==> config.mk <==
export PLATFORM = sky130hd
export DESIGN_NAME = led_blink_id_receiver
export DESIGN_NICKNAME = d
export VERILOG_FILES = /design/src/hw/rtl/lbid_pkg.sv /design/src/hw/rtl/lbid_decode.sv /design/src/hw/rtl/led_blink_id_receiver.sv
export SDC_FILE = /design/constraint.sdc
export NUM_CORES = 1
export LEC_CHECK = 0
export BUFFER_PORTS_ARGS = -buffer_cell sky130_fd_sc_hd__buf_2
export CORE_MARGIN = 4
export CORE_UTILIZATION = 37
export CTS_BUF_LIST = sky130_fd_sc_hd__clkbuf_4 sky130_fd_sc_hd__clkbuf_8
export DETAILED_ROUTE_END_ITERATION = 7
export GPL_ROUTABILITY_DRIVEN = 0
export HOLD_SLACK_MARGIN = 0.12
export PLACE_DENSITY_LB_ADDON = 0.08
export SYNTH_ARGS = -nofsm -noshare
export SYNTH_HDL_FRONTEND = slang
export SYNTH_SLANG_ARGS = --single-unit
export TNS_END_PERCENT = 10
==> constraint.sdc <==
create_clock -name clk_i -period 6.3 [get_ports clk_i]
set_input_delay 1.26 -clock clk_i [delete_from_list [all_inputs] [get_ports clk_i]]
set_output_delay 1.26 -clock clk_i [all_outputs]
set_load 0.03 [all_outputs]
==> src/hw/rtl/lbid_pkg.sv <==
// Types, constants and the check-value function of the LED ID receiver.
`default_nettype none

package lbid_pkg;

  typedef enum logic [1:0] {
    STATUS_BUSY  = 2'd0,
    STATUS_FOUND = 2'd1,
    STATUS_END   = 2'd2
  } lbid_status_e;

  localparam logic REQ_START = 1'b0;
  localparam logic REQ_FRAME = 1'b1;

  localparam logic [1:0] REG_ON_THRESHOLD = 2'd0;
  localparam logic [1:0] REG_BIT_PERIOD   = 2'd1;
  localparam logic [1:0] REG_FRAME_PERIOD = 2'd2;
  localparam logic [1:0] REG_TIME_MARGIN  = 2'd3;

  localparam logic [15:0] ON_THRESHOLD_RST = 16'd100;
  localparam logic [15:0] BIT_PERIOD_RST   = 16'd200;
  localparam logic [15:0] FRAME_PERIOD_RST = 16'd33;
  localparam logic [9:0]  TIME_MARGIN_RST  = 10'd10;

  localparam int unsigned FRAME_MARK_BIT = 20;
  localparam logic [2:0]  ONES_NEEDED    = 3'd3;
  localparam logic [2:0]  ONES_SAT       = 3'd4;

  // Remainder of x^i modulo x^4+x^2+x+1 for each data bit i.
  localparam logic [3:0] CHECK_REM [16] = '{
    4'h1, 4'h2, 4'h4, 4'h8, 4'h7, 4'hE, 4'hB, 4'h1,
    4'h2, 4'h4, 4'h8, 4'h7, 4'hE, 4'hB, 4'h1, 4'h2
  };

  typedef struct packed {
    logic [15:0] on_threshold;
    logic [15:0] bit_period;
    logic [15:0] frame_period;
    logic [9:0]  time_margin;
  } lbid_cfg_t;

  typedef struct packed {
    logic [15:0] found_code;
    logic [31:0] shift_bits;
    logic [31:0] bit_start_time;
    logic [31:0] level_start_time;
    logic        last_level;
    logic        first_frame;
    logic [2:0]  on_frames;
  } lbid_state_t;

  typedef struct packed {
    logic        req_type;
    logic [15:0] lit_count;
    logic [31:0] stamp;
  } lbid_item_t;

  typedef struct packed {
    lbid_status_e status;
    logic [15:0]  led_code;
  } lbid_result_t;

  // The check value is linear in the data, so it is an XOR of per-bit terms.
  function automatic logic [3:0] check_rem(input logic [15:0] data);
    logic [3:0] rem;
    rem = 4'h0;
    for (int i = 0; i < 16; i++) begin
      if (data[i]) begin
        rem = rem ^ CHECK_REM[i];
      end
    end
    return rem;
  endfunction

endpackage

`default_nettype wire

==> src/hw/rtl/lbid_decode.sv <==
// Per-frame decode step: next session state and result from one item.
`default_nettype none

module lbid_decode (
  input  lbid_pkg::lbid_cfg_t    cfg_i,
  input  lbid_pkg::lbid_state_t  state_i,
  input  lbid_pkg::lbid_item_t   item_i,
  output lbid_pkg::lbid_state_t  state_o,
  output lbid_pkg::lbid_result_t result_o
);
  import lbid_pkg::*;

  always_comb begin
    logic        level;
    logic        flip;
    logic [17:0] lim_long;
    logic [17:0] lim_short;
    logic [16:0] two_frames;
    logic [16:0] half_frame;
    logic [31:0] since_bit;
    logic [31:0] since_level;
    logic        bit_end;
    logic        state_end;
    logic        quick_end;
    logic        is_data;
    logic [31:0] shift_n;
    logic [15:0] data;

    level       = item_i.lit_count > cfg_i.on_threshold;
    flip        = state_i.last_level != level;
    two_frames  = {cfg_i.frame_period, 1'b0};
    lim_long    = {2'b00, cfg_i.bit_period} + {1'b0, two_frames} + {8'h00, cfg_i.time_margin};
    lim_short   = {2'b00, cfg_i.bit_period} + {2'b00, cfg_i.frame_period}
                + {8'h00, cfg_i.time_margin};
    half_frame  = {2'b00, cfg_i.bit_period[15:1]} + {1'b0, cfg_i.frame_period};
    since_bit   = item_i.stamp - state_i.bit_start_time;
    since_level = item_i.stamp - state_i.level_start_time;
    bit_end     = since_bit > {14'h0, lim_long};
    state_end   = state_i.last_level ? (since_level > {14'h0, lim_long})
                                     : (since_level > {14'h0, lim_short});
    quick_end   = (two_frames > {7'h00, cfg_i.time_margin}) &&
                  (since_level < {15'h0, two_frames - {7'h00, cfg_i.time_margin}});
    is_data     = level ? (since_bit > {17'h0, cfg_i.bit_period[15:1]})
                        : (since_bit > {15'h0, half_frame});
    shift_n     = state_i.shift_bits;
    data        = 16'h0;

    state_o  = state_i;
    result_o = '{status: STATUS_BUSY, led_code: 16'h0};

    if (item_i.req_type == REQ_START) begin
      state_o.found_code       = 16'h0;
      state_o.shift_bits       = 32'h0;
      state_o.on_frames        = 3'd1;
      state_o.last_level       = 1'b0;
      state_o.first_frame      = 1'b1;
      state_o.bit_start_time   = item_i.stamp;
      state_o.level_start_time = item_i.stamp;
    end else if (state_i.found_code != 16'h0) begin
      result_o.status   = STATUS_FOUND;
      result_o.led_code = state_i.found_code;
    end else begin
      if (flip) begin
        if (!state_end && state_i.last_level) begin
          state_end = quick_end;
        end
        state_o.level_start_time = item_i.stamp;
      end
      state_end = state_end && (state_i.on_frames > ONES_NEEDED);
      if ((!flip && bit_end) || state_end) begin
        result_o.status = STATUS_END;
      end

      if (!state_i.first_frame && (flip || bit_end)) begin
        if (state_i.shift_bits == 32'h0 || is_data) begin
          shift_n                = {state_i.shift_bits[30:0], ~level};
          state_o.bit_start_time = item_i.stamp;
        end
      end
      state_o.shift_bits = shift_n;

      if (level && state_i.on_frames < ONES_SAT) begin
        state_o.on_frames = state_i.on_frames + 3'd1;
      end

      if (shift_n[FRAME_MARK_BIT]) begin
        data = shift_n[19:4];
        if (data != 16'h0 && check_rem(data) == shift_n[3:0]) begin
          state_o.found_code = data;
          result_o.status    = STATUS_FOUND;
        end
      end

      state_o.last_level  = level;
      state_o.first_frame = 1'b0;
      result_o.led_code   = state_o.found_code;
    end
  end

endmodule

`default_nettype wire

==> src/hw/rtl/led_blink_id_receiver.sv <==
// Throughput: one beat per cycle while the result beat is not held back by
// m_axis_tready; the input register feeds one decode step into the result
// register, and the session state is updated in that step.
// Reset clears the session state, both valid flags and loads the register
// defaults (threshold 100, bit period 200, frame period 33, margin 10).
// Top level of the blinking LED ID receiver.
`default_nettype none

module led_blink_id_receiver (
  input  wire logic        clk_i,
  input  wire logic        rst_ni,
  input  wire logic        cfg_we_i,
  input  wire logic [1:0]  cfg_addr_i,
  input  wire logic [15:0] cfg_wdata_i,
  input  wire logic        s_axis_tvalid,
  output      logic        s_axis_tready,
  input  wire logic [47:0] s_axis_tdata,  // lit_count [15:0], stamp [47:16]
  input  wire logic        s_axis_tuser,  // req_type
  output      logic        m_axis_tvalid,
  input  wire logic        m_axis_tready,
  output      logic [15:0] m_axis_tdata,  // led_code
  output      logic [1:0]  m_axis_tuser   // status
);
  import lbid_pkg::*;

  lbid_cfg_t    cfg_q;
  lbid_state_t  state_q;
  lbid_state_t  state_d;
  lbid_item_t   item_q;
  logic         in_valid_q;
  lbid_result_t result_q;
  lbid_result_t result_d;
  logic         out_valid_q;
  logic         advance;

  assign advance       = in_valid_q && (!out_valid_q || m_axis_tready);
  assign s_axis_tready = !in_valid_q || advance;

  always_ff @(posedge clk_i or negedge rst_ni) begin
    if (!rst_ni) begin
      cfg_q <= '{on_threshold: ON_THRESHOLD_RST, bit_period: BIT_PERIOD_RST,
                 frame_period: FRAME_PERIOD_RST, time_margin: TIME_MARGIN_RST};
    end else if (cfg_we_i) begin
      unique case (cfg_addr_i)
        REG_ON_THRESHOLD: cfg_q.on_threshold <= cfg_wdata_i;
        REG_BIT_PERIOD:   cfg_q.bit_period   <= cfg_wdata_i;
        REG_FRAME_PERIOD: cfg_q.frame_period <= cfg_wdata_i;
        REG_TIME_MARGIN:  cfg_q.time_margin  <= cfg_wdata_i[9:0];
      endcase
    end
  end

  always_ff @(posedge clk_i or negedge rst_ni) begin
    if (!rst_ni) begin
      in_valid_q <= 1'b0;
    end else if (s_axis_tready) begin
      in_valid_q <= s_axis_tvalid;
    end
  end

  always_ff @(posedge clk_i) begin
    if (s_axis_tready && s_axis_tvalid) begin
      item_q <= '{req_type: s_axis_tuser, lit_count: s_axis_tdata[15:0],
                  stamp: s_axis_tdata[47:16]};
    end
  end

  lbid_decode u_decode (
    .cfg_i    (cfg_q),
    .state_i  (state_q),
    .item_i   (item_q),
    .state_o  (state_d),
    .result_o (result_d)
  );

  always_ff @(posedge clk_i or negedge rst_ni) begin
    if (!rst_ni) begin
      state_q <= '{found_code: 16'h0, shift_bits: 32'h0, bit_start_time: 32'h0,
                   level_start_time: 32'h0, last_level: 1'b0, first_frame: 1'b1,
                   on_frames: 3'd1};
    end else if (advance) begin
      state_q <= state_d;
    end
  end

  always_ff @(posedge clk_i or negedge rst_ni) begin
    if (!rst_ni) begin
      out_valid_q <= 1'b0;
    end else if (advance) begin
      out_valid_q <= 1'b1;
    end else if (m_axis_tready) begin
      out_valid_q <= 1'b0;
    end
  end

  always_ff @(posedge clk_i) begin
    if (advance) begin
      result_q <= result_d;
    end
  end

  assign m_axis_tvalid = out_valid_q;
  assign m_axis_tdata  = result_q.led_code;
  assign m_axis_tuser  = result_q.status;

endmodule

`default_nettype wire

; ---- Yosys cells after proc, flatten, opt, wreduce, memory -nomap -nowiden
; Cells that the tools add are included.
[classes]
n_addsub = 9
n_mul = 0
n_div = 0
n_lt_le_gt_ge = 10
eq_ne = 10
n_shift = 0
mux = 88
n_bitwise = 17
n_reduce_logical = 33
[ops]
columns = operator, n
row1 = $mux 117, 2
row2 = $mux 32, 7
row3 = $mux 4, 54
row4 = $gt 32x18->1, 3
row5 = $sub 32x32->32, 2
row6 = $add 18x10->18, 2
row7 = $gt 32x15->1, 1
row8 = $gt 32x17->1, 1
row9 = $logic_not 32->1, 1
row10 = $lt 32x17->1, 1
row11 = $mux 16, 2
row12 = $reduce_bool 16->1, 2
row13 = $add 16x17->18, 1
row14 = $not 3->3, 6
row15 = $add 15x16->17, 1
row16 = $add 16x16->17, 1
row17 = $gt 17x10->1, 1
row18 = $mux 17, 1
row19 = $sub 17x10->17, 1
row20 = $gt 16x16->1, 1
row21 = $mux 3, 5
row22 = $mux 2, 6
row23 = $mux 1, 11
row24 = $not 1->1, 11
row25 = 18 further kinds, 43
[totals]
register_bits = 244
latchBits = 0
mem_bits_rw = 0
romBits = 0
output_inout_bits = 20
elab_cells = 187
mem_count = 0

; ---- Depth between registers and ports, before layout
[logic_depth]
ltp_word = 93
depth_mapped = 29

; ---- By module
; From an unflattened synthesis, not the netlist that was laid out.
[unflattened]
hier_cells = 2117
hier_area_um2 = 20639.8
[by_module_without_submodules]
columns = module, instances, cells_per_inst, area_each_um2
row1 = lbid_decode, 1, 1672, 12007.8
row2 = led_blink_id_receiver, 1, 445, 8632.0

; ---- Worst setup path after synthesis
; Ideal clock, no wire load.
[synth_path]
kind = flip-flop to flip-flop
from = register cfg_q[11] (netlist bit)
to = register result_q, in the netlist m_axis_tuser[1] (data pin)
setup_time_ps = 265
t_arrival_ps = 5201
t_required_ps = 6035
setup_slack_ps = 834
stages_incl_launch_ff = 27
synth_period_minus_slack_ps = 5466
path_cell_list = dfrtp_1 -> ha_1 -> a21o_1 -> a21o_1 -> a21oi_1 -> o21ai_0 -> a2111oi_0 -> xnor2_1 -> ha_1 -> a21oi_1 -> o21ai_0 -> and2_1 -> and3_1 -> and4_1 -> xnor2_1 -> ha_1 -> nand3_1 -> nor3_1 -> nand4_1 -> nor3_1 -> nor2_1 -> a211o_1 -> a211oi_1 -> o2111ai_1 -> nor4_1 -> and4_1 -> a2111oi_1
[synth_via]
elab_chain_cells = 82
word_cells_on_any_way = 113
classes_between = add/sub: 6 / order compare: 6 / eq/ne: 1 / mux: 77 / bitwise: 12 / reduce/logical: 11
[synth_lines]
columns = item, line_no
row1 = "start, declared", led_blink_id_receiver.sv:26  ; lbid_cfg_t cfg_q;
row2 = "start signal, assigned", led_blink_id_receiver.sv:41  ; cfg_q <= '{on_threshold: ON_THRESHOLD_RST, bit_period: BIT_PERIOD_RST,
row3 = $add 16x17->18 or $add 15x16->17 (tied branches), "lbid_decode.sv:32, lbid_decode.sv:35"
row4 = $add 18x10->18 or $gt 32x17->1 (tied branches), "lbid_decode.sv:32, lbid_decode.sv:44"
row5 = $gt 32x18->1 or $mux 1 (tied branches), "lbid_decode.sv:38, lbid_decode.sv:43"
row6 = $logic_or 1x1->1 (on tied branches), "lbid_decode.sv:74, lbid_decode.sv:75"
row7 = $logic_and 1x1->1 or $mux 32 (tied branches), "lbid_decode.sv:74, lbid_decode.sv:75"
row8 = $mux 32, lbid_decode.sv:74  ; if (!state_i.first_frame && (flip || bit_end)) begin
row9 = $mux 32, lbid_decode.sv:59  ; end else if (state_i.found_code != 16'h0) begin
row10 = $mux 32, lbid_decode.sv:51  ; if (item_i.req_type == REQ_START) begin
row11 = (+66 left out), n/a
row12 = $mux 2, lbid_pkg.sv:68  ; if (data[i]) begin
row13 = $mux 4, lbid_decode.sv:86  ; if (shift_n[FRAME_MARK_BIT]) begin
row14 = $mux 4, lbid_decode.sv:59
row15 = $mux 4, lbid_decode.sv:51
row16 = $eq 4x4->1, lbid_decode.sv:88  ; if (data != 16'h0 && check_rem(data) == shift_n[3:0]) begin
row17 = $logic_and 1x1->1, lbid_decode.sv:88
row18 = $mux 2, lbid_decode.sv:88
row19 = $mux 2 *, lbid_decode.sv:86
row20 = "end signal, assigned", led_blink_id_receiver.sv:98  ; result_q <= result_d;
row21 = "end, declared", led_blink_id_receiver.sv:31  ; lbid_result_t result_q;
; Every way passes the cells marked *; elsewhere a longest branch is shown, timed or not. The select of a mux whose other input is x is not followed.
; A chain may end at the register's enable or synchronous reset.

; ---- Final worst setup path
[layout_path]
from = register cfg_q[10] (netlist bit)
to = register result_q, in the netlist m_axis_tuser[1] (data pin)
; Same word-level chain as after synthesis.

==> Flow_metrics.wiki <==
{| class="wikitable"
! Metric !! Value
|-
| Inserted Clock Buffers || 50
|-
| Critical Setup Path Class || flop to flop
|-
| Final setup violation count || 0
|-
| Cell type group with the largest total delay on the critical path || compound AO/OA/AOI/OAI gates
|-
| Total global routing track utilization || 20.45%
|-
| Top achievable clock speed || 167.5 MHz
|-
| Most numerous cell in the Yosys netlist || ha_1
|-
| Synthesized instance count || 2179
|-
| Crit path buf inv count || 2
|-
| Clock-pin transition on the worst setup and hold timing paths || 50 ps
|-
| Number of buffers added on ports || between 90 and 100
|-
| Worst setup SP type || flop
|-
| Most numerous cell types in the synthesized netlist || ha_1 (246), nand2_1 (240), inv_1 (166)
|-
| HPWL after DPL || 46590 um
|-
| Final Instance Count excl. Fillers || 3037
|-
| Kind of capture point of the worst setup path || flop
|-
| Actual transition at the worst max-transition pin || ~1300 ps
|-
| Total number of vias || 16870
|-
| Final hold vios || 0
|-
| Average detailed-routed wire length per instance || a little under 20 um
|-
| Vias in the first global route || 16770
|-
| Clock tree from TritonCTS || done
|-
| I/O Pins || 92
|-
| Most instantiated flip-flop cell in the synthesis netlist || dfrtp_1
|-
| Largest stage delay on the critical path || 530 ps
|-
| Number of sinks driven by the clock tree || 244
|-
| Netlist area before placement || slightly above 0.02 mm^2
|-
| Die outline height || 241.2 um
|-
| Die width || 241.2 um
|-
| Overall routed net length || 60140 um
|-
| Synthesis warning total || 0
|-
| Number of flops mapped to enable cells by yosys || 67
|-
| Clock latency at the later pin of the worst-skew pair || approximately 640 ps
|-
| Cell at the root of the clock tree || clkbuf_8
|-
| Cell Count Post-Placement || 2943
|-
| Most repeated library cell on the critical path || ha_1
|-
| Number of synthesized register bits || 244
|-
| Critical path required time || 6680 ps
|-
| Detailed-router iteration count before antenna repair || 5
|-
| Critical path arrival || 6340 ps
|-
| Fraction of layout cells with a size suffix above 1 || around 16%
|-
| Power per standard cell area || 530.9 mW/mm^2
|-
| Worst Hold Class || flop to flop
|-
| Depth of the CTS H-tree || 2
|-
| Post-DRT Antenna Nets || 0
|-
| Async SR Flop Fraction || ~73%
|-
| Leftover overflow at the end of global routing || 0
|-
| Antenna violations before repair || 1
|-
| Site row count || 85
|-
| CP max-delay cell || dfstp_2
|-
| Result of the run || complete, no violations
|-
| Worst vdd rail ir drop || about 0.19 mV
|-
| Number of design rule violations left after detail routing || 0
|-
| Final max-slew violation count || 0
|-
| Cell taking the most area after synthesis || dfrtp_1
|-
| Wire length of the first global-routing pass || 94400 um
|-
| Top area cells in the synthesized netlist || dfrtp_1 (21%), ha_1 (15%), edfxtp_1 (10%)
|-
| Post-Syn Nets || 2518
|-
| Fraction of the yosys area taken by sequential cells || 32.09%
|-
| Maximum number of pins on one net before global-route repair || 118
|-
| Synth unique cells || 83
|-
| Leakage power of the design || between 0.01 and 0.015 uW
|-
| Fin Setup TNS || 0 ps
|-
| Longest Clk Path Bufs || 3
|-
| Final critical path time including I/O delays and setup || 5969 ps
|-
| Synth top area share || 20.52%
|-
| Count of routing violations after the opening detailed-route iteration || 999
|-
| Tcrit/Tclk final || a little over nine tenths
|-
| Top fanout value on the critical path || 2
|-
| Final #Nets || roughly 2600
|-
| Max-Cap Viols || 0
|-
| Final worst setup slack || 330.9 ps
|-
| Worst Skew || 41.59 ps
|-
| Core region area || 0.05381 mm^2
|-
| Worst setup slack after placement || -49.79 ps
|-
| Overall die area || 0.05817 mm^2
|-
| Area overhead of the layout relative to synthesis || 13.26%
|-
| Relative slew margins || 16.04%
|-
| Avg Vias per Cell || 5.556
|-
| Mean post-synth cell area || between 9 and 10 um^2
|-
| Effective utilization at floorplan || 37.39%
|}
[power by group]
part           switching, uW  internal [uW]  leakage, uW
Clock                    739           1160     0.000601
Sequential               236           1940      0.00284
Combinational           4740           3280      0.00670
[through the flow]
stage               hold WS, ps  cell area, um^2  utilization [%]  power, uW
floorplan                 446.2            20120                -       7740
global placement          468.1            21580            40.11       9997
detailed placement        475.3            21580            40.11      10080
CTS                       488.0            22740            42.25      12100
global route              496.5            22790            42.35      13190
finish                    481.0            22790            42.35      12100
[sequential cells by signal, summed over array words and instances (netlist names)]
signal / flops
cfg_q: 58
in_valid_q: 1
item_q: 49
m_axis_tdata: 16
m_axis_tuser: 2
m_axis_tvalid: 1
state_q: 117
[cells in the final DEF, fill, tap and decap left out, types with 20 or more instances in the layout]
cell type  netlist  routed
edfxtp_1        67      67
xor2_1          51      51
dfrtp_1        165     165
a21oi_1        123     121
and3_1          23      23
mux2_1          30      30
xnor2_1         72      72
nand3_1         62      62
ha_1           246     246
o21ai_1         36      37
clkbuf_8         0      55
nor2_1          75      74
o21ai_0        140     138
o21a_1          25      25
a32oi_1         31      31
nand2b_1        30      30
o211ai_2        32      32
nor3_1          36      34
inv_1          166     166
buf_4            3      52
nand4_1         35      35
mux2_2          49      49
clkbuf_4         0      21
buf_2            8      90
nand2_1        240     240
fa_1            21      20
a211oi_1        26      24
a21o_1          50      50
[worst paths after layout]
kind / startpoint / to / slack, ps / cells after the start
worst max-delay path: cfg_q[10] / m_axis_tuser[1] / 330 / 28
worst min-delay path: state_q[66] / state_q[66] / 480 / 1
worst max register to register: cfg_q[10] / m_axis_tuser[1] / 330 / 28
worst min register to register: state_q[66] / state_q[66] / 480 / 1
max in group asynchronous: rst_ni / state_q[83] / 4610 / 2
min in group asynchronous: rst_ni / cfg_q[41] / 620 / 1
[what timing repair did]
action | in CTS | in global routing
pin swaps | 1 | 7
hold buffers | 0 | 0
gates resized for setup | 3 | 10
setup endpoints to repair | 1 | 53
gates cloned | 0 | 0
setup buffers | 0 | 1
[kinds of logic (layout without fill, tap and decap cells)]
logic type,count (synthesis),count (layout),synth area share (%)
AOI/OAI and AO/OA,596,596,20.07
muxes,86,86,4.770
buffers and inverters,246,407,5.068
adders and majority gates,269,269,17.49
and+or+nand+nor,615,615,15.16
xor gates and xnor gates,123,123,5.354
DFF,244,244,32.09
other,0,1,0
[cell type report]
cell class,count,area (um^2)
Clock buffer,75,900.9
Fill cell,5294,31030
Inverter,166,623.1
Sequential cell,244,6456
Multi-Input combinational cell,1689,12710
Clock inverter,17,246.5
Timing Repair Buffer,149,974.7
Tap cell,696,870.8
Antenna cell,1,2.502
[metal layers]
| layer | up-vias | wire length, um | track usage (%) |
|---|---|---|---|
| li1 | 8239 | - | - |
| met3 | 75 | 2013 | 2.388 |
| met1 | 8222 | 28390 | 28.10 |
| met4 | 0 | 1235 | 4.921 |
| met2 | 337 | 28500 | 34.63 |
| met5 | - | 0 | 0 |
Power figures use the tool's default switching activity.
